[src/rtl/core/ccpc_pkg.sv]
// Package for the convolutional code property check: item types, the queued
// job format, sizes and the branch weight helper. No dependencies.
`timescale 1ns / 1ps
package ccpc_pkg;

    localparam int MaxConstraint = 9;
    localparam int MaxGenerators = 5;
    localparam int GenW          = MaxConstraint;
    localparam int StW           = MaxConstraint - 1;
    localparam int States        = 1 << StW;
    localparam int WtW           = 7;
    localparam int GrpSize       = 16;
    localparam int Groups        = States / GrpSize;

    localparam logic [3:0] K_MIN = 4'd3;
    localparam logic [3:0] K_MAX = 4'd9;
    localparam logic [2:0] N_MIN = 3'd2;
    localparam logic [2:0] N_MAX = 3'd5;
    localparam logic [3:0] K_RESET = 4'd7;
    localparam logic [2:0] N_RESET = 3'd2;

    localparam logic [1:0] CFG_CONSTRAINT_LENGTH = 2'd0;
    localparam logic [1:0] CFG_GENERATOR_COUNT   = 2'd1;

    typedef struct packed {
        logic [8:0] gen_0;
        logic [8:0] gen_1;
        logic [8:0] gen_2;
        logic [8:0] gen_3;
        logic [8:0] gen_4;
    } t_in_item;

    typedef struct packed {
        logic       noncatastrophic;
        logic [5:0] free_dist;
    } t_out_item;

    typedef logic [MaxGenerators-1:0][GenW-1:0] t_gens;

    typedef struct packed {
        t_gens      gens;
        logic [3:0] k;
        logic [2:0] n;
        logic       nc;
    } t_job;

    // Number of ones among the active generators over the register
    // (bit << (k-1)) | st.
    function automatic logic [2:0] out_ones(input t_gens gens, input logic [2:0] n,
                                            input logic [3:0] k,
                                            input logic [StW-1:0] st,
                                            input logic bit_in);
        logic [GenW-1:0] sr;
        logic [2:0]      w;
        sr = (GenW'(bit_in) << (k - 4'd1)) | {1'b0, st};
        w  = '0;
        for (int j = 0; j < MaxGenerators; j++) begin
            if (3'(j) < n) begin
                w = w + 3'(^(sr & gens[j]));
            end
        end
        return w;
    endfunction

endpackage

[src/rtl/core/ccpc_front.sv]
// Front end: configuration registers, item intake and the GF(2) gcd that
// classifies each code. Depends on ccpc_pkg.
`timescale 1ns / 1ps
module ccpc_front (
    input  logic                 i_clk,
    input  logic                 i_rst_n,
    input  logic                 i_in_valid,
    output logic                 o_in_stall,
    input  ccpc_pkg::t_in_item   i_in_data,
    input  logic                 i_cfg_valid,
    output logic                 o_cfg_ready,
    input  logic [1:0]           i_cfg_index,
    input  logic [3:0]           i_cfg_data,
    output logic                 o_job_valid,
    input  logic                 i_job_ready,
    output ccpc_pkg::t_job       o_job
);

    localparam logic [1:0] F_IDLE = 2'd0;
    localparam logic [1:0] F_GCD  = 2'd1;
    localparam logic [1:0] F_PUSH = 2'd2;

    logic [1:0] r_state, n_state;
    logic [3:0] r_cfg_k;
    logic [2:0] r_cfg_n;
    ccpc_pkg::t_gens r_gens;
    logic [3:0] r_k, sat_k;
    logic [2:0] r_n, sat_n;
    logic [8:0] r_a, n_a, r_b, n_b;
    logic [2:0] r_idx, n_idx;
    logic       r_nc, n_nc;
    logic [3:0] deg_a, deg_b;
    logic       a_lower;

    function automatic logic [3:0] degree(input logic [8:0] v);
        logic [3:0] d;
        d = '0;
        for (int i = 0; i < 9; i++) begin
            if (v[i]) begin
                d = 4'(i);
            end
        end
        return d;
    endfunction

    assign o_cfg_ready = 1'b1;
    assign o_in_stall  = (r_state != F_IDLE);
    assign o_job_valid = (r_state == F_PUSH);
    assign o_job       = '{gens: r_gens, k: r_k, n: r_n, nc: r_nc};

    always_comb begin
        priority if (r_cfg_k < ccpc_pkg::K_MIN) sat_k = ccpc_pkg::K_MIN;
        else if (r_cfg_k > ccpc_pkg::K_MAX)     sat_k = ccpc_pkg::K_MAX;
        else                                    sat_k = r_cfg_k;
        priority if (r_cfg_n < ccpc_pkg::N_MIN) sat_n = ccpc_pkg::N_MIN;
        else if (r_cfg_n > ccpc_pkg::N_MAX)     sat_n = ccpc_pkg::N_MAX;
        else                                    sat_n = r_cfg_n;
    end

    assign deg_a   = degree(r_a);
    assign deg_b   = degree(r_b);
    assign a_lower = (r_a == '0) || (deg_a < deg_b);

    always_comb begin
        n_state = r_state;
        n_a     = r_a;
        n_b     = r_b;
        n_idx   = r_idx;
        n_nc    = r_nc;
        unique case (r_state)
            F_IDLE: begin
                if (i_in_valid) begin
                    n_a     = i_in_data.gen_0;
                    n_b     = i_in_data.gen_1;
                    n_idx   = 3'd2;
                    n_state = F_GCD;
                end
            end
            F_GCD: begin
                if (r_b != '0) begin
                    if (a_lower) begin
                        n_a = r_b;
                        n_b = r_a;
                    end else begin
                        n_a = r_a ^ 9'(r_b << (deg_a - deg_b));
                    end
                end else if (r_idx < r_n) begin
                    // fold in the next active generator
                    n_b   = r_gens[r_idx];
                    n_idx = r_idx + 3'd1;
                end else begin
                    n_nc    = (r_a == 9'd1);
                    n_state = F_PUSH;
                end
            end
            F_PUSH: begin
                if (i_job_ready) begin
                    n_state = F_IDLE;
                end
            end
            default: n_state = F_IDLE;
        endcase
    end

    always_ff @(posedge i_clk) begin
        if (!i_rst_n) begin
            r_state <= F_IDLE;
            r_cfg_k <= ccpc_pkg::K_RESET;
            r_cfg_n <= ccpc_pkg::N_RESET;
        end else begin
            r_state <= n_state;
            if (i_cfg_valid && i_cfg_index == ccpc_pkg::CFG_CONSTRAINT_LENGTH) begin
                r_cfg_k <= i_cfg_data;
            end
            if (i_cfg_valid && i_cfg_index == ccpc_pkg::CFG_GENERATOR_COUNT) begin
                r_cfg_n <= i_cfg_data[2:0];
            end
        end
    end

    always_ff @(posedge i_clk) begin
        r_a   <= n_a;
        r_b   <= n_b;
        r_idx <= n_idx;
        r_nc  <= n_nc;
        if (r_state == F_IDLE && i_in_valid) begin
            // generator j lands at index j
            r_gens <= {i_in_data.gen_4, i_in_data.gen_3, i_in_data.gen_2,
                       i_in_data.gen_1, i_in_data.gen_0};
            r_k    <= sat_k;
            r_n    <= sat_n;
        end
    end

endmodule

[config.mk]
export PLATFORM = sky130hd
export DESIGN_NAME = ccpc_front
export DESIGN_NICKNAME = d
export VERILOG_FILES = /design/src/rtl/core/ccpc_pkg.sv /design/src/rtl/core/ccpc_front.sv
export SDC_FILE = /design/constraint.sdc
export NUM_CORES = 1
export LEC_CHECK = 0
export BUFFER_PORTS_ARGS = -buffer_cell sky130_fd_sc_hd__buf_2
export CAP_MARGIN = 20
export CORE_ASPECT_RATIO = 1.5
export CORE_UTILIZATION = 53
export DETAILED_ROUTE_END_ITERATION = 7
export HOLD_SLACK_MARGIN = 0.1
export MAX_ROUTING_LAYER = met4
export PLACE_DENSITY = 0.8
export SYNTH_ARGS = -nofsm -noshare
export SYNTH_HDL_FRONTEND = slang
export SYNTH_SLANG_ARGS = --single-unit
export TNS_END_PERCENT = 1
[constraint.sdc]
create_clock -name i_clk -period 4.3 [get_ports i_clk]
set_clock_uncertainty 0.05 [all_clocks]
set_input_delay 0.645 -clock i_clk [delete_from_list [all_inputs] [get_ports i_clk]]
set_output_delay 0.645 -clock i_clk [all_outputs]
set_load 0.02 [all_outputs]
# == Yosys cells after proc, flatten, opt, wreduce, memory -nomap -nowiden ==
# Cells that the tools add are included.
# word_totals
reg_bits,83
input_bits,56
output_inout_bits,56
wordCells,94
# op_classes
addsub,2
order_cmp,7
n_eq_ne,12
shifts,1
n_mux,38
bitwise_logic,3
reduce_logical,16
# op_table
cell,n
$mux 9,8
$mux 4,15
$pmux 9 s2,2
$bmux 9 s3,1
$mux 3,4
$reduce_and 4->1,3
$ne 2x2->1 const B,5
$eq 9x1->1 const B,1
$logic_not 9->1,1
$reduce_bool 9->1,1
$shl 9x4->9,1
$xor 9x9->9,1
$mux 2,4
$ne 3x3->1 const B,2
$pmux 2 s3,1
$pmux 3 s2,1
$reduce_and 3->1,2
$eq 2x1->1 const B,2
$gt 4x4->1 const B,1
$logic_not 2->1,2
$lt 3x4->1 const B,1
$lt 4x2->1 const B,1
$lt 4x4->1,1
$reduce_bool 2->1,2
other kinds (12),16

# == Longest topological paths before layout ==
# Gate-level depths: netlist (run 1).
# logic_depth
ltp_word,14
ltp_mapped,16
depth_no_buf,14

# == Worst setup path before layout (run 1) ==
# No wires, ideal clock.
# synth_path
path_kind,register -> register
from,register r_b[1]
to,register r_a[7] (data pin)
setup_time_ps,260
t_arrival_ps,2833
required_ps,3990
setup_slack_ps,1157
path_stages_with_launch,14
n_path_buf,0
period_less_slack_ps,3143
path_cell_list,edfxtp_1 > a21oi_1 > nor2_1 > nor2_1 > nor2_1 > o21a_1 > ha_1 > fa_1 > xor2_1 > mux4_1 > a21oi_1 > xor2_1 > nor2_1 > o21ai_0
# synth_between
elab_chain_cells,14
word_cells_on_any_way,16
# synth_lines
item,line_no,rtl
from (decl),ccpc_front.sv:29,"logic [8:0] r_a, n_a, r_b, n_b;"
from (signal assigned),ccpc_front.sv:123,r_b <= n_b;
$mux 1,ccpc_front.sv:39,if (v[i]) begin
$mux 4 (7 in series),ccpc_front.sv:39,
$sub 4x4->4,ccpc_front.sv:85,n_a = r_a ^ 9'(r_b << (deg_a - deg_b));
$shl 9x4->9,ccpc_front.sv:85,
$xor 9x9->9,ccpc_front.sv:85,
$mux 9 (*),ccpc_front.sv:81,if (a_lower) begin
$mux 9 (*),ccpc_front.sv:80,if (r_b != '0) begin
$pmux 9 s2 (*),ccpc_front.sv:70,unique case (r_state)
net n_a[7],ccpc_front.sv:29,
to (signal assigned),ccpc_front.sv:122,r_a <= n_a;
to (decl),ccpc_front.sv:29,
# Mark *: on every way through the listed nets, which the timed path passes. The rest lies on a longest branch. The select of a mux whose other input is x is not followed.
# A chain may end at the register's enable or synchronous reset.

# == Worst setup path after layout (run 1) ==
# Ends and elaborated chain as after synthesis.

==> flow_summary.toml, run 1 <==
[sta]
final_hold_viol_count = 0
maxSlewViolCount = 0
max-slew-margin-rel_pct = 32.4
totalNegativeSetupSlack_ns = 0
setup_ws_ns = 0.640
grt_setup_unrepaired = "no"
maximum_frequency_from_static_timing_analysis_mhz = 273
min_period_over_period_pct = 85.1
tightest_slew_ns = 1.01
setup_viol_count_final = 0
fin_worst_hold_slack_ns = 0.428
layout_min_cycle_time_ns = 3.66

[route]
drt-initial-drc-count = 209
wire_per_inst_um = 17.8
routed_via_density = 5.70
route.vias.total = 3145
drc = 0
firstDrtPassIters = 5
postRouteWirelength_mm = 9.85
drtAntennaViolNets = 0

[power_and_ir_drop]
p_switching_mw = 0.774
total_power_mw = 2.49
cell_internal_pwr_mw = 1.71
irDropWorstVdd_v = 0.000410
pwr-share-clk_pct = 29.8
power_share_of_the_sequential_group_pct = 41.8
power-per-cell-area_nw_per_um2 = 487
switching_share_pct = 31.1
combinational_group_share_of_total_power_pct = 28.4
leakagePower_nw = 2.12

[finish]
filler_cell_count = 565
finalCoreUtilization_pct = 66.6
area_growth_syn_to_layout_pct = 21.7
share_of_post_route_cells_with_drive_strength_above_1_pct = 33.3
nets = 509
layout.cells.non_filler = 552
post-route-cell-area_um2 = 5100
n_antenna_cell = 0

[clock_tree]
clock_path_buffers = 2
cts-htree-levels = 3
post-cts-setup-buffer-count = 0
cts_inserted_buffers = 9
total_clock_sinks = 83
worst_skew_pair.late_latency_ns = 0.34
cts.repair.resized = 0
ctsHoldBuffers = 0
worst_setup_hold_path_clk_slew_ns = 0.06
clock-root-buffer = "clkbuf_16"
cts_tree = "yes"

[synthesis]
synth-seq-area-share_pct = 57.3
synthDistinctLibCells = 48
synthTopCellsByArea = "edfxtp_1, mux4_2, dfxtp_1"
synthCells = 338
synth.cell_area_um2 = 4190
syn-mean-instance-area_um2 = 12.4
syn_nets = 402
number_of_enable_type_register_cells_in_the_synthesized_netlist = 74
synth-seq-cells = 83
postSynth.asyncResetShare_pct = 0
dominantRegCellSynth = "edfxtp_1"
synthDominantAreaCellType = "edfxtp_1"
synth_largest_type_area_fraction_pct = 53.0
ys.warnings.count = 0

[floorplanning]
core_area_um2 = 7660
start_util_pct = 54.7
core.rowCount = 39
fp.dieArea_um2 = 8280
die_x_um = 74.6
die_h_um = 111
top_level_ports = 112

[place]
place.detailed.hpwl_mm = 7.34
portBuffers = 110
placement.cell_area_um2 = 4810
place.gp.congestion = 0.923
place_ws_ns = 0.654
dp_cells = 536

[grt]
globalRoute.totalOverflow = 0
grt_max_degree = 53
global_route_wire_length_before_repair_mm = 15.6
first_global_vias = 3187
groute.usage.overall_pct = 26.6
grt_antenna_before_repair = 0

[setup_path]
crit_required_ns = 4.43
crit_path_start_kind = "flip-flop"
cp_max_fo = 14
arrival_ns = 3.79
setup.worst_path.class = "reg -> reg"
timing.critical_path.to_type = "flip-flop"

[hold_path]
hold_path_class = "in -> reg"

[status]
run_status = "complete, no violations"

[job]
timing.max_cap.violations = 0
## cell usage after synthesis (8+ instances only)
library cell,count
a211oi_1,11
a21o_1,11
a21oi_1,13
a22oi_1,12
clkbuf_1,8
dfxtp_1,9
edfxtp_1,74
inv_1,13
mux2i_1,14
mux4_2,12
nand2_1,25
nor2_1,34
nor2b_1,8
o21ai_0,19
xor2_1,8
## cells by family after synthesis
kind of cell	share of synthesized area [%]
other cells	0.0895
mux	11.8
flops	57.3
fa+ha+maj	2.81
xor+xnor	2.30
simple gates	10.2
compound gates	11.9
buf+inv	3.58
## per-layer routing
| metal | vias up | track usage [%] | routed length, um |
|---|---|---|---|
| met3 | 28 | 5.27 | 526 |
| met5 | - | - | 0 |
| met1 | 1514 | 32.1 | 3820 |
| li1 | 1486 | - | - |
| met2 | 117 | 40.7 | 5180 |
| met4 | 0 | 15.5 | 320 |
## power groups by stage
stage	Sequential [mW]	Clock, mW	Combinational (mW)
4_1_cts	1.04	0.752	0.710
3_3_place_gp	1.05	0	0.692
5_1_grt	1.05	0.776	0.777
3_5_place_dp	1.05	0	0.703
2_1_floorplan	1.06	0	0.517
6_report	1.04	0.740	0.707
## registers in the layout (all words and copies together) (netlist names)
name	cells
r_cfg_n	3
r_cfg_k	4
r_a	9
r_nc	1
r_n	3
r_b	9
o_job	45
r_k	4
r_state	2
r_idx	3
## worst paths after layout
kind                             endpoint          from  cells after the start  slack, ns
worst max-delay path               r_a[7]        r_b[1]                     13       0.64
worst min-delay path            o_job[46]  i_in_data[2]                      1       0.43
worst max register to register     r_a[7]        r_b[1]                     13       0.64
worst min register to register     r_n[1]    r_cfg_n[2]                      1       0.43
## cells in the final DEF, fill, tap and decap left out, types with 3 or more instances in the layout
cell and instances:
a211oi_1 11, o21ai_0 19, nor2_1 34, o21ai_1 4, a21o_1 11, nand2_1 25, inv_1 12, clkbuf_16 10
buf_4 5, ha_1 7, buf_2 110, nor4_1 4, xor2_1 8, a21oi_1 13, mux4_2 12, nand2b_1 3
nor2b_1 8, mux2i_1 14, a22oi_1 12, xnor2_1 3, mux2_2 5, edfxtp_1 74, dfxtp_1 9
## worst max-delay path, cell delays in order (launching register included)
cell	delay, ns
edfxtp_1	0.51
a21oi_1	0.17
nor2_1	0.05
nor2_1	0.09
nor2_1	0.04
o21a_1	0.17
ha_1	0.20
fa_1	0.86
mux2i_1	0.24
mux4_1	0.55
a21oi_1	0.16
xor2_1	0.18
nor2_1	0.06
o21ai_0	0.16
## area by class of cell
| type | instances | area, um2 | area share [%] |
|---|---|---|---|
| flip-flops and latches | 83 | 2400 | 47.1 |
| inverters | 14 | 52.6 | 1.03 |
| clock buffers | 13 | 272 | 5.32 |
| repair buffers | 115 | 588 | 11.5 |
| multi-input cells | 222 | 1640 | 32.1 |
| well taps | 102 | 128 | 2.50 |
| clock inverters | 3 | 20.0 | 0.392 |
(Power assumes the default switching activity.)
==> inputs of run 2 (changes only) <==
--- a/config.mk
+++ b/config.mk
@@ -13,6 +13,7 @@
 export HOLD_SLACK_MARGIN = 0.1
 export MAX_ROUTING_LAYER = met4
 export PLACE_DENSITY = 0.8
+export RECOVER_POWER = 50
 export SYNTH_ARGS = -nofsm -noshare
 export SYNTH_HDL_FRONTEND = slang
 export SYNTH_SLANG_ARGS = --single-unit
==> run 2 against run 1 <==
Clock power about the same. Largest cell class unchanged. Clock-buffer cell count is the same. Critical endpoint unchanged. Power is 0.39% lower. Global-route usage did not move. Final cell count unchanged. Die area stayed put. Largest power group unchanged.
==> flow_summary.toml, run 2 (synthesized netlist as in run 1, its figures left out) <==
[status]
run_status = "complete, no violations"

[clock_tree]
clock-root-buffer = "clkbuf_16"
cts-htree-levels = 3
worst_skew_pair.late_latency_ns = 0.34
clock_path_buffers = 2
cts_inserted_buffers = 9
cts.repair.resized = 0
ctsHoldBuffers = 0
total_clock_sinks = 83
post-cts-setup-buffer-count = 0
cts_tree = "yes"
worst_setup_hold_path_clk_slew_ns = 0.06

[setup_path]
crit_required_ns = 4.43
crit_path_start_kind = "flip-flop"
worstRegToRegCells = 13
timing.critical_path.to_type = "flip-flop"
setup.worst_path.class = "reg -> reg"
arrival_ns = 3.79
cp_max_fo = 14

[place]
place.detailed.hpwl_mm = 7.34
place_ws_ns = 0.654
place.gp.congestion = 0.923
placement.cell_area_um2 = 4810
portBuffers = 110
dp_cells = 536

[finish]
most-common-layout-cells = "edfxtp_1, clkbuf_1, buf_2"
area_of_the_multi_input_gates_um2 = 1640
layout.cells.non_filler = 552
filler_cell_count = 597
post-route-cell-area_um2 = 5020
area_growth_syn_to_layout_pct = 19.9
layout.cells.most_common = "edfxtp_1"
layout.area.seq_um2 = 2400
finalCoreUtilization_pct = 65.6
largest_register_ff_count = 45
share_of_post_route_cells_with_drive_strength_above_1_pct = 19.6
n_antenna_cell = 0
nets = 509

[sta]
maxSlewViolCount = 0
final_hold_viol_count = 0
min_period_over_period_pct = 85.1
tightest_slew_ns = 1.02
setup_ws_ns = 0.642
maximum_frequency_from_static_timing_analysis_mhz = 273
layout_min_cycle_time_ns = 3.66
totalNegativeSetupSlack_ns = 0
grt_setup_unrepaired = "no"
setup_viol_count_final = 0
max-slew-margin-rel_pct = 31.9

[grt]
global_route_wire_length_before_repair_mm = 15.6
grt_antenna_before_repair = 0
first_global_vias = 3187
globalRoute.totalOverflow = 0
groute.usage.overall_pct = 26.6
grt_max_degree = 53

[job]
timing.max_cap.violations = 0

[floorplanning]
top_level_ports = 112
die_x_um = 74.6
die_h_um = 111
fp.dieArea_um2 = 8280
core_area_um2 = 7660
start_util_pct = 54.7
core.rowCount = 39

[hold_path]
hold_path_class = "in -> reg"
whs_path_depth = 1

[power_and_ir_drop]
leakagePower_nw = 1.95
power-per-cell-area_nw_per_um2 = 493
irDropWorstVdd_v = 0.000410

[route]
postRouteWirelength_mm = 9.79
routed_via_density = 5.72
firstDrtPassIters = 4
wire_per_inst_um = 17.7
drc = 0
drtAntennaViolNets = 0
route.vias.total = 3156
drt-initial-drc-count = 217
-- run 2: layout make-up --
type / count / share of cell area, %
flip-flops and latches: 83 / 47.8
multi-input cells: 222 / 32.6
repair buffers: 115 / 10.2
clock buffers: 13 / 5.40
well taps: 102 / 2.54
inverters: 14 / 1.05
clock inverters: 3 / 0.399
-- run 2: power by group --
group | internal, mW | switching (mW) | leakage, nW | total, mW
Combinational | 0.297 | 0.401 | 1.03 | 0.698
Sequential | 0.964 | 0.0756 | 0.782 | 1.04
Clock | 0.443 | 0.296 | 0.145 | 0.739
-- run 2: metrics by stage --
step | power [mW] | hold slack, ns
6_report | 2.48 | 0.429
3_3_place_gp | 1.74 | 0.416
5_1_grt | 2.59 | 0.416
3_5_place_dp | 1.76 | 0.427
4_1_cts | 2.50 | 0.417
2_1_floorplan | 1.58 | 0.383
-- run 2: worst paths after layout --
| path | start | end | slack (ns) |
|---|---|---|---|
| min | i_in_data[2] | o_job[46] | 0.43 |
| max | r_b[1] | r_a[7] | 0.64 |
| max reg2reg | r_b[1] | r_a[7] | 0.64 |
| min reg2reg | r_cfg_n[2] | r_n[1] | 0.43 |
-- run 2: per-layer routing --
metal  vias up  global-route usage (%)  wire length (um)
met4         0                    15.5               363
met2       116                    40.7              5100
met1      1529                    32.1              3890
li1       1481                       -                 -
met3        30                    5.27               446
met5         -                       -                 0
-- run 2: critical path, stage by stage (launching register included) --
cell,delay (ns)
edfxtp_1,0.50
a21oi_1,0.17
nor2_1,0.05
nor2_1,0.09
nor2_1,0.04
o21a_1,0.17
ha_1,0.20
fa_1,0.86
mux2i_1,0.24
mux4_1,0.54
a21oi_1,0.16
xor2_1,0.18
nor2_1,0.06
o21ai_0,0.16
