### config.mk
export PLATFORM = sky130hd
export DESIGN_NAME = ccpc_queue
export DESIGN_NICKNAME = d
export VERILOG_FILES = /design/src/rtl/core/ccpc_pkg.sv /design/src/rtl/core/ccpc_queue.sv
export SDC_FILE = /design/constraint.sdc
export NUM_CORES = 1
export LEC_CHECK = 0
export BUFFER_PORTS_ARGS = -buffer_cell sky130_fd_sc_hd__buf_4
export CAP_MARGIN = 10
export CORE_ASPECT_RATIO = 1.5
export CORE_UTILIZATION = 40
export CTS_BUF_LIST = sky130_fd_sc_hd__clkbuf_8
export DETAILED_ROUTE_END_ITERATION = 7
export PLACE_DENSITY = 0.6
export SKIP_CTS_REPAIR_TIMING = 1
export SYNTH_ARGS = -nofsm -noshare
export SYNTH_HDL_FRONTEND = slang
export SYNTH_SLANG_ARGS = --single-unit
### constraint.sdc
create_clock -name i_clk -period 6.4 [get_ports i_clk]
set_input_delay 1.28 -clock i_clk [delete_from_list [all_inputs] [get_ports i_clk]]
set_output_delay 1.28 -clock i_clk [all_outputs]
set_load 0.01 [all_outputs]
### src/rtl/core/ccpc_pkg.sv
// Package for the convolutional code property check: item types, the queued
// job format, sizes and the branch weight helper. No dependencies.
`timescale 1ns / 1ps
package ccpc_pkg;

    localparam int MaxConstraint = 9;
    localparam int MaxGenerators = 5;
    localparam int GenW          = MaxConstraint;
    localparam int StW           = MaxConstraint - 1;
    localparam int States        = 1 << StW;
    localparam int WtW           = 7;
    localparam int GrpSize       = 16;
    localparam int Groups        = States / GrpSize;

    localparam logic [3:0] K_MIN = 4'd3;
    localparam logic [3:0] K_MAX = 4'd9;
    localparam logic [2:0] N_MIN = 3'd2;
    localparam logic [2:0] N_MAX = 3'd5;
    localparam logic [3:0] K_RESET = 4'd7;
    localparam logic [2:0] N_RESET = 3'd2;

    localparam logic [1:0] CFG_CONSTRAINT_LENGTH = 2'd0;
    localparam logic [1:0] CFG_GENERATOR_COUNT   = 2'd1;

    typedef struct packed {
        logic [8:0] gen_0;
        logic [8:0] gen_1;
        logic [8:0] gen_2;
        logic [8:0] gen_3;
        logic [8:0] gen_4;
    } t_in_item;

    typedef struct packed {
        logic       noncatastrophic;
        logic [5:0] free_dist;
    } t_out_item;

    typedef logic [MaxGenerators-1:0][GenW-1:0] t_gens;

    typedef struct packed {
        t_gens      gens;
        logic [3:0] k;
        logic [2:0] n;
        logic       nc;
    } t_job;

    // Number of ones among the active generators over the register
    // (bit << (k-1)) | st.
    function automatic logic [2:0] out_ones(input t_gens gens, input logic [2:0] n,
                                            input logic [3:0] k,
                                            input logic [StW-1:0] st,
                                            input logic bit_in);
        logic [GenW-1:0] sr;
        logic [2:0]      w;
        sr = (GenW'(bit_in) << (k - 4'd1)) | {1'b0, st};
        w  = '0;
        for (int j = 0; j < MaxGenerators; j++) begin
            if (3'(j) < n) begin
                w = w + 3'(^(sr & gens[j]));
            end
        end
        return w;
    endfunction

endpackage

### src/rtl/core/ccpc_queue.sv
// Two-entry job queue between the classifier and the search engine.
// Depends on ccpc_pkg.
`timescale 1ns / 1ps
module ccpc_queue (
    input  logic            i_clk,
    input  logic            i_rst_n,
    input  logic            i_push,
    output logic            o_ready,
    input  ccpc_pkg::t_job  i_job,
    output logic            o_valid,
    input  logic            i_pop,
    output ccpc_pkg::t_job  o_job
);

    ccpc_pkg::t_job r_mem [2];
    logic       r_wr, r_rd;
    logic [1:0] r_cnt;
    logic       do_push, do_pop;

    assign o_ready = (r_cnt != 2'd2);
    assign o_valid = (r_cnt != 2'd0);
    assign o_job   = r_mem[r_rd];
    assign do_push = i_push && o_ready;
    assign do_pop  = i_pop && o_valid;

    always_ff @(posedge i_clk) begin
        if (!i_rst_n) begin
            r_wr  <= 1'b0;
            r_rd  <= 1'b0;
            r_cnt <= '0;
        end else begin
            if (do_push) r_wr <= ~r_wr;
            if (do_pop)  r_rd <= ~r_rd;
            r_cnt <= r_cnt + 2'(do_push) - 2'(do_pop);
        end
    end

    always_ff @(posedge i_clk) begin
        if (do_push) begin
            r_mem[r_wr] <= i_job;
        end
    end

endmodule

* Word-level counts from Yosys, hierarchy flattened
Memory sizes are Yosys's and may differ from the RTL's. A register that Yosys moved wholly into a read port is not among the register bits.
Index checks and enable logic that the tools add are counted.
** Storage, ports and cells
- Register bits after elaboration :: 4
- Memory bits (writable) :: 106
- Input bits :: 57
- Output and inout port bits :: 55
- Memories :: 1
** Memory list
- r_mem :: depth 2, width 53, read ports 1, clocked after Yosys merged registers in 1, write ports 1, line ccpc_queue.sv:15 : ccpc_pkg::t_job r_mem [2];
** Operators by class
- $add $sub $neg :: 2
- Equal/unequal tests :: 1
- Muxes and demuxes :: 4
- Bitwise logic cells :: 2
- Reduce and logical (&&, ||, !) cells :: 3
** Operators with widths (number)
- 1-bit 2-to-1 mux :: 4
- 2-bit by 1-bit adder with 2-bit output :: 1
- 1-bit logical AND :: 2
- 2-bit != test, second input constant :: 1
- 1-bit inverter :: 2
- 2-bit nonzero test :: 1
- 2-bit by 1-bit subtractor with 2-bit output :: 1

* Depth between registers and ports, before layout
Gate-level depths: netlist of the first run.
- Word-level depth :: 4
- Gate-level depth with buffers :: 8
- Mapped depth without buffers :: 8

* Worst setup path before layout of the first run
Ideal clock, no wire load.
- Path kind :: input to register
- Start point :: input i_push
- End point :: memory r_mem[0][0] (netlist name), enable pin
- Setup time :: 464 ps
- Arrival time :: 3598 ps
- Required time :: 5936 ps
- Slack :: 2338 ps
- Stages :: 2
- Path buffers :: 0
- Cells stage by stage :: nand2_1 -> nor2_1
** On the way
- Word-level cells in the longest chain between the ends :: 3
** RTL lines
- start, declared :: line ccpc_queue.sv:7 : input logic i_push,
- 1-bit logical AND :: line ccpc_queue.sv:23 : assign do_push = i_push && o_ready;
- 1-bit 2-to-1 mux :: line ccpc_queue.sv:39 : if (do_push) begin
- 1-bit 2-to-1 mux (not written as such) :: line ccpc_queue.sv:40 : r_mem[r_wr] <= i_job;
- end, declared :: line ccpc_queue.sv:15
Every way passes these cells.

==> results.yml, run 1 <==
status:
  status: "finished, final reports clean"
logic_synthesis:
  yosysTopAreaCell: "edfxtp_1"
  synth_fp_nets: 248
  synth_cells: 189
  netlist_area_um2: 4310
  yosysUniqueCellTypes: 18
  netlist.area_leader.share_pct: 73.8
  yosysSeqAreaShare_pct: 76.1
  synthTopCellsByArea: "edfxtp_1, mux2_4, buf_12"
  yosys_warnings: 0
  ys_ff_latch: 111
  avgSynthCellArea_um2: 22.8
sta:
  layout_setup_ws_ps: 3150
  worst_pin_slew_ps: 968
  max_freq_ghz: 0.308
  fin_crit_ps: 3250
  clock_skew_ps: 5.07
  final_max_slew_viol_count: 0
  setup_violations: 0
  timing.final.hold_violations: 0
  slew_headroom_pct: 35.5
  finalCritPeriodShare_pct: 50.7
  rsz0062_at_grt: "no"
  tns_ps: 0
placement:
  detailed_place_hpwl_um: 4600
  port_buffers: 111
  post-place-ws_ps: 3430
  gp_congestion: 0.707
  place_area_um2: 5240
clock_network:
  clkSinkCount: 111
  cts_tree: "yes"
  htreeDepth: 3
  clk_path_buf_depth: 2
  clock_latency_ps: 360
  numCtsBuffers: 9
  cts-root-buf: "clkbuf_8"
  clk_pin_slew_worst_paths_ps: 80
global_route:
  antenna_found_initial: 0
  grt_overflow_total: 0
  grt_max_degree: 54
  grt_pass1_vias: 2102
  grt_pass1_wl_um: 10500
  grt_usage_pct: 13.2
detailed_routing:
  viasPerCell: 4.55
  dr.pass1.iters: 4
  drc: 0
  wirelength_um: 7060
  wl_per_cell_um: 15.5
  via_count: 2069
  ant_nets: 0
  drt_iter0_drc: 97
floorplanning:
  core_um2: 10500
  die_area_um2: 11200
  fp.dieH_um: 129
  top_level_ports: 112
  num_rows: 46
  fp.dieW_um: 86.8
  initial_core_util_pct: 40.9
finish:
  post-route-util_pct: 51.2
  drive_above_1_share_pct: 57.9
  fillers: 900
  nets: 366
  area_growth_pct: 25.0
  num_antenna_cells: 0
  stdcell_area_um2: 5390
critical_path:
  required_ps: 5120
  arrival_ps: 1970
  startpoint_type: "flip-flop"
  cp_max_fo: 53
  endpoint_kind: "primary output"
  ff2ff_path_depth: 4
  r2r-start: "r_cnt[0]"
  r2r_end: "r_mem[0][14]"
  crit_chain: "mux2_2, buf_4"
  cpPeakStageDelay_ps: 1000
  critPathKind: "reg2out"
  cpMaxStageDelayCell: "dfxtp_4"
  regToRegSetupSlack_ps: 4310
worst_hold_path:
  min_to: "r_wr"
  whs_path_depth: 2
  holdCritStartpoint: "r_wr"
  hold_path.class: "reg2reg"
pwr:
  peakVddDrop_v: 0.000182
  p_per_area_nw_per_um2: 349
  p_leak_nw: 2.10
flow_run:
  maxCapViolations: 0
cell usage after synthesis:
master	instances
edfxtp_1	106
mux2_4	50
buf_12	5
dfxtp_1	5
mux2_2	3
xnor2_1	3
and2_1	2
ha_1	2
nand2_1	2
nand2b_1	2
nor2b_1	2
and3_1	1
buf_6	1
inv_1	1
mux2i_1	1
nor2_1	1
o21a_1	1
or2_2	1
cells in the final DEF, fill, tap and decap left out:
cell type    n
dfxtp_1      4
clkinv_2     1
and3_2       1
edfxtp_1   106
dfxtp_4      1
xnor2_1      3
ha_1         2
o21a_1       1
mux2_2       3
buf_4      113
nand2b_1     2
mux2i_1      1
nor2_4       1
mux2_4      50
clkbuf_8     9
nor2b_1      2
or2_2        1
inv_1        5
and2_1       2
nand2_1      2
clkinv_1     1
worst max-delay path, delay by kind of cell (launching register included):
kind                   cells  cell delay [ps]
DFF                        1             1000
muxes                      1              420
buffers and inverters      1              140
cell type report:
cell class                 instances  area [um^2]  share of cell area, %
multi-input combinational         71          923                   17.1
inverter                           1         3.75                 0.0696
sequential                       111         3290                   61.0
clock buffer                       9          124                   2.30
timing repair buffer             113          848                   15.7
clock inverter                     6         23.8                  0.441
tap                              144          180                   3.34
through the flow:
| step | power (mW) | hold WS [ps] | cells |
|---|---|---|---|
| 5_1_grt | 1.98 | 581 | 455 |
| 4_1_cts | 1.91 | 531 | 455 |
| 3_5_place_dp | 1.57 | 520 | 440 |
| 2_1_floorplan | 1.37 | 455 | 189 |
| 6_report | 1.88 | 525 | 455 |
| 3_3_place_gp | 1.57 | 513 | 440 |
power by group:
part	internal [mW]	leakage (nW)	switching (mW)
clock network	0.132	0.0915	0.202
logic	0.340	0.978	0.208
registers	0.913	1.03	0.0837
registers in the layout (all words and copies together), names as in the netlist, named ones only:
signal / cells
r_cnt: 2
r_mem: 106
r_wr: 1
r_rd: 1
worst max path at each step:
stage               from      endpoint  slack, ps
2_1_floorplan     i_push   r_mem[0][0]       2340
3_3_place_gp      i_push   r_mem[0][3]       3470
3_5_place_dp      i_push  r_mem[0][10]       3430
4_1_cts        flip-flop     o_job[52]       3100
5_1_grt        flip-flop     o_job[52]       3030
6_report       flip-flop     o_job[52]       3150
kinds of logic after synthesis:
| family | synth area share (%) |
|---|---|
| XOR/XNOR | 0.609 |
| AO/OA/AOI/OAI | 0.174 |
| buffers and inverters | 2.67 |
| AND/OR/NAND/NOR | 1.42 |
| multiplexers | 18.4 |
| adder cells (fa/ha/maj) | 0.580 |
| flip-flops | 76.1 |
layer usage:
metal  track usage, %  vias to the layer above  share of wire [%]
met2             23.2                       70                 56
met1             13.2                     1014                 35
met4             8.33                        0                3.7
met3             4.39                       19                5.3
li1                 -                      966                  -
met5                0                        -                  0
Note: power is estimated with default switching activity, not from simulation.
==> run 2: changes to the inputs <==
--- a/config.mk
+++ b/config.mk
@@ -11,7 +11,7 @@
 export CORE_UTILIZATION = 40
 export CTS_BUF_LIST = sky130_fd_sc_hd__clkbuf_8
 export DETAILED_ROUTE_END_ITERATION = 7
-export PLACE_DENSITY = 0.6
+export PLACE_DENSITY = 0.63
 export SKIP_CTS_REPAIR_TIMING = 1
 export SYNTH_ARGS = -nofsm -noshare
 export SYNTH_HDL_FRONTEND = slang
==> constraint.sdc (replaced) <==
create_clock -name i_clk -period 2.6 [get_ports i_clk]
set_input_delay 0.52 -clock i_clk [delete_from_list [all_inputs] [get_ports i_clk]]
set_output_delay 0.52 -clock i_clk [all_outputs]
set_load 0.01 [all_outputs]
==> run 2 against run 1 <==
Clock-buffer cell count unchanged. Final cell count grew 1.3%. Critical path depth increased by 1. The flow now finishes with violations (design-rule violations). Highest routed layer unchanged. Worst hold slack worse by 190 ps. Sequential power rose by 140%. Worst setup slack got worse by 2800 ps.
==> results.yml, run 2 (synthesis results as in run 1) <==
detailed_routing:
  ant_nets: 0
  wirelength_um: 7220
  drt_iter0_drc: 78
  viasPerCell: 4.51
  drc: 1
  wl_per_cell_um: 15.7
  dr.pass1.iters: 6
  via_count: 2077
critical_path:
  endpoint_kind: "primary output"
  ff2ff_path_depth: 8
  r2r-start: "r_cnt[0]"
  arrival_ps: 1770
  cp_max_fo: 28
  startpoint_type: "flip-flop"
  required_ps: 2080
  critPathKind: "reg2out"
  regToRegSetupSlack_ps: 870
  r2r_end: "r_cnt[1]"
sta:
  rsz0062_at_grt: "no"
  finalCritPeriodShare_pct: 88.2
  fin_crit_ps: 2290
  max_freq_ghz: 0.436
  worst_pin_slew_ps: 517
  tns_ps: 0
  setup_violations: 0
  clock_skew_ps: 5.63
  timing.final.hold_violations: 0
  slew_headroom_pct: 65.5
  final_max_slew_viol_count: 0
status:
  status: "finished with violations"
  violations: "design-rule violations"
global_route:
  grt_pass1_vias: 2174
  grt_usage_pct: 13.4
  antenna_found_initial: 0
  grt_overflow_total: 0
  grt_max_degree: 33
  grt_pass1_wl_um: 10800
placement:
  gp_congestion: 0.694
  place_area_um2: 5340
  detailed_place_hpwl_um: 4930
  port_buffers: 111
clock_network:
  clk_path_buf_depth: 2
  cts_tree: "yes"
  htreeDepth: 3
  clk_pin_slew_worst_paths_ps: 90
  clock_latency_ps: 350
  clkSinkCount: 111
  numCtsBuffers: 9
  cts-root-buf: "clkbuf_8"
floorplanning:
  top_level_ports: 112
  core_um2: 10500
  initial_core_util_pct: 40.9
  fp.dieH_um: 129
  die_area_um2: 11200
  num_rows: 46
  fp.dieW_um: 86.8
pwr:
  peakVddDrop_v: 0.000560
  p_per_area_nw_per_um2: 891
  p_leak_nw: 2.16
finish:
  largest_register: "r_mem"
  reg.largest.list: "r_mem: 106 flops, r_cnt: 2 flops"
  area_growth_pct: 28.4
  stdcell_area_um2: 5540
  final_cell_mix: "buf_4, edfxtp_1, mux2_4"
  fillers: 887
  drive_above_1_share_pct: 59.6
  nets: 372
  largest_reg_flops: 106
  num_antenna_cells: 0
  final_common_cell: "buf_4"
flow_run:
  maxCapViolations: 0
worst_hold_path:
  whs_path_depth: 1
  hold_path.class: "in2reg"
  holdCritStartpoint: "i_job[19]"
  min_to: "r_mem[1][19]"
==> run 2: cell types whose count changed in the layout (fill, tap and decap cells not counted) <==
cell and delta:
clkinv_2 +1, buf_4 +2, bufinv_16 +2, buf_12 +4, inv_1 -3
==> run 2: worst max-delay path by stage <==
stage	end	from	slack (ps)	cells past startpoint
5_1_grt	o_job[15]	flip-flop	160	3
4_1_cts	o_job[16]	flip-flop	220	3
3_5_place_dp	o_job[16]	flip-flop	640	3
6_report	o_job[35]	flip-flop	310	3
3_3_place_gp	o_job[30]	flip-flop	660	3
2_1_floorplan	r_mem[0][0]	r_cnt[0]	140	3
==> run 2: final cells by class <==
class	count	area, um^2	area share [%]
inverter	1	3.75	0.0678
multi-input combinational	71	923	16.7
sequential	111	3290	59.3
timing repair buffer	119	943	17.0
clock inverter	6	77.6	1.40
tap	144	180	3.25
clock buffer	9	124	2.24
==> run 2: power by group <==
part / switching [mW] / leakage, nW / internal [mW]
logic: 0.595 / 1.02 / 0.895
clock network: 0.529 / 0.108 / 0.528
registers: 0.141 / 1.03 / 2.25
==> run 2: per-stage QoR <==
stage                     cells  power (mW)  hold WS (ps)  util [%]  setup slack [ps]
after global placement      446        3.92           505      50.7               660
final                       461        4.93           339      52.6               308
after global routing        461        5.18           300      52.6               165
after detailed placement    446        3.95           514      50.7               635
after CTS                   461        5.00           313      52.6               221
after floorplan             189        3.36           466         -               140
==> run 2: metal layers <==
metal,routed length (um),GRT usage [%],part of all wire [%]
met1,2590,13.5,36
met2,3980,23.6,55
met3,362,3.89,5.0
met4,288,9.22,4.0
met5,0,0,0
==> run 2: critical path: stages (launching register included) <==
cell and delay, ps:
dfxtp_4 690, buf_4 260, mux2_4 300, buf_4 140
==> run 3: changes to the inputs <==
--- a/config.mk
+++ b/config.mk
@@ -8,10 +8,10 @@
 export BUFFER_PORTS_ARGS = -buffer_cell sky130_fd_sc_hd__buf_4
 export CAP_MARGIN = 10
 export CORE_ASPECT_RATIO = 1.5
-export CORE_UTILIZATION = 40
+export CORE_UTILIZATION = 49
 export CTS_BUF_LIST = sky130_fd_sc_hd__clkbuf_8
 export DETAILED_ROUTE_END_ITERATION = 7
-export PLACE_DENSITY = 0.63
+export PLACE_DENSITY = 0.75
 export SKIP_CTS_REPAIR_TIMING = 1
 export SYNTH_ARGS = -nofsm -noshare
 export SYNTH_HDL_FRONTEND = slang
==> run 3 against run 2 <==
The flow now finishes without violations. Critical endpoint is now o_job[23]. Clock-buffer cell count unchanged. Global-route usage up 2.3 points. Clock power decreased by 11%. Core utilization grew 12 points. Via count is 0.48% lower. Highest routed layer unchanged. Critical path type unchanged. Maximum frequency decreased by 0.98%. Die area decreased by 18%. Routed wire length decreased by 2.5%. Combinational power is 3% lower. Worst hold slack gained 7.3 ps.
==> results.yml, run 3 (synthesis results as in run 1) <==
finish:
  largest_register: "r_mem"
  final_common_cell: "buf_4"
  area_growth_pct: 25.8
  final_cell_mix: "buf_4, edfxtp_1, mux2_4"
  drive_above_1_share_pct: 59.0
  finalNonFillerCells: 424
  stdcell_area_um2: 5430
  nets: 371
  largest_reg_flops: 106
  reg.largest.list: "r_mem: 106 flops, r_cnt: 2 flops"
  num_antenna_cells: 0
placement:
  dpl.cell_count: 408
  detailed_place_hpwl_um: 4810
  place_area_um2: 5250
  post-place-ws_ps: 634
  port_buffers: 111
  gp_congestion: 0.709
sta:
  rsz0062_at_grt: "no"
  hold_slack_ps: 346
  fin_crit_ps: 2320
  timing.final.hold_violations: 0
  worst_pin_slew_ps: 518
  layout_setup_ws_ps: 285
  setup_violations: 0
  max_freq_ghz: 0.432
  clock_skew_ps: 7.88
  slew_headroom_pct: 65.5
  final_max_slew_viol_count: 0
  finalCritPeriodShare_pct: 89.0
  tns_ps: 0
worst_hold_path:
  hold_path.class: "in2reg"
detailed_routing:
  drt_iter0_drc: 156
  via_count: 2067
  drc: 0
  wirelength_um: 7050
  dr.pass1.iters: 4
  ant_nets: 0
  wl_per_cell_um: 16.6
  viasPerCell: 4.88
global_route:
  antenna_found_initial: 0
  grt_pass1_vias: 2048
  grt_overflow_total: 0
  grt_pass1_wl_um: 10200
  grt_usage_pct: 15.7
  grt_max_degree: 33
critical_path:
  startpoint_type: "flip-flop"
  endpoint_kind: "primary output"
  required_ps: 2080
  arrival_ps: 1800
  critPathKind: "reg2out"
  cp_max_fo: 28
floorplanning:
  initial_core_util_pct: 51.0
  top_level_ports: 112
  core_um2: 8460
  die_area_um2: 9190
  num_rows: 41
  fp.dieH_um: 117
  fp.dieW_um: 78.6
flow_run:
  maxCapViolations: 0
status:
  status: "finished, final reports clean"
clock_network:
  clkSinkCount: 111
  cts_tree: "yes"
  htreeDepth: 3
  cts-root-buf: "clkbuf_8"
  clk_path_buf_depth: 2
  clk_pin_slew_worst_paths_ps: 90
  clock_latency_ps: 350
  numCtsBuffers: 9
pwr:
  peakVddDrop_v: 0.000475
  p_per_area_nw_per_um2: 881
  p_leak_nw: 2.14
-- run 3: changes by cell type in the layout (fill, tap and decap cells not counted), sizes merged --
cell / change
buf: -1
clkinv: +2
bufinv: -1
-- run 3: per-stage QoR --
stage               power, mW  utilization, %
detailed placement       3.91            62.0
global placement         3.87            62.0
CTS                      4.85            64.1
global route             5.01            64.1
floorplan                3.36               -
finish                   4.78            64.1
-- run 3: report_power, final --
group	leakage (nW)	internal (mW)	total [mW]	switching, mW
combinational	1.01	0.863	1.45	0.587
clock	0.0967	0.430	0.939	0.509
sequential	1.03	2.25	2.39	0.145
-- run 3: final timing paths --
path	endpoint	depth (start not counted)	from	slack [ps]
worst max-delay path	o_job[23]	3	flip-flop	280
worst min-delay path	r_mem[0][30]	1	i_job[30]	350
worst max register to register	r_cnt[1]	8	r_cnt[0]	870
worst min register to register	r_wr	2	r_wr	520
-- run 3: routing by layer --
| metal | vias up | global-route usage (%) | part of all wire (%) |
|---|---|---|---|
| li1 | 980 | - | - |
| met1 | 1015 | 16.5 | 36 |
| met2 | 61 | 28.6 | 58 |
| met3 | 11 | 3.18 | 4.0 |
| met4 | 0 | 9.88 | 2.2 |
| met5 | - | 0 | 0 |
-- run 3: area by class of cell --
cell class,instances,area (um^2)
repair buffers,118,898
multi-input cells,71,923
clock buffers,9,124
inverters,1,3.75
fillers,612,3040
clock inverters,7,55.1
well taps,107,134
flip-flops and latches,111,3290
-- run 3: critical path: stages, from the launching register on --
cell	delay [ps]
dfxtp_4	690
buf_4	280
mux2_4	310
buf_4	150
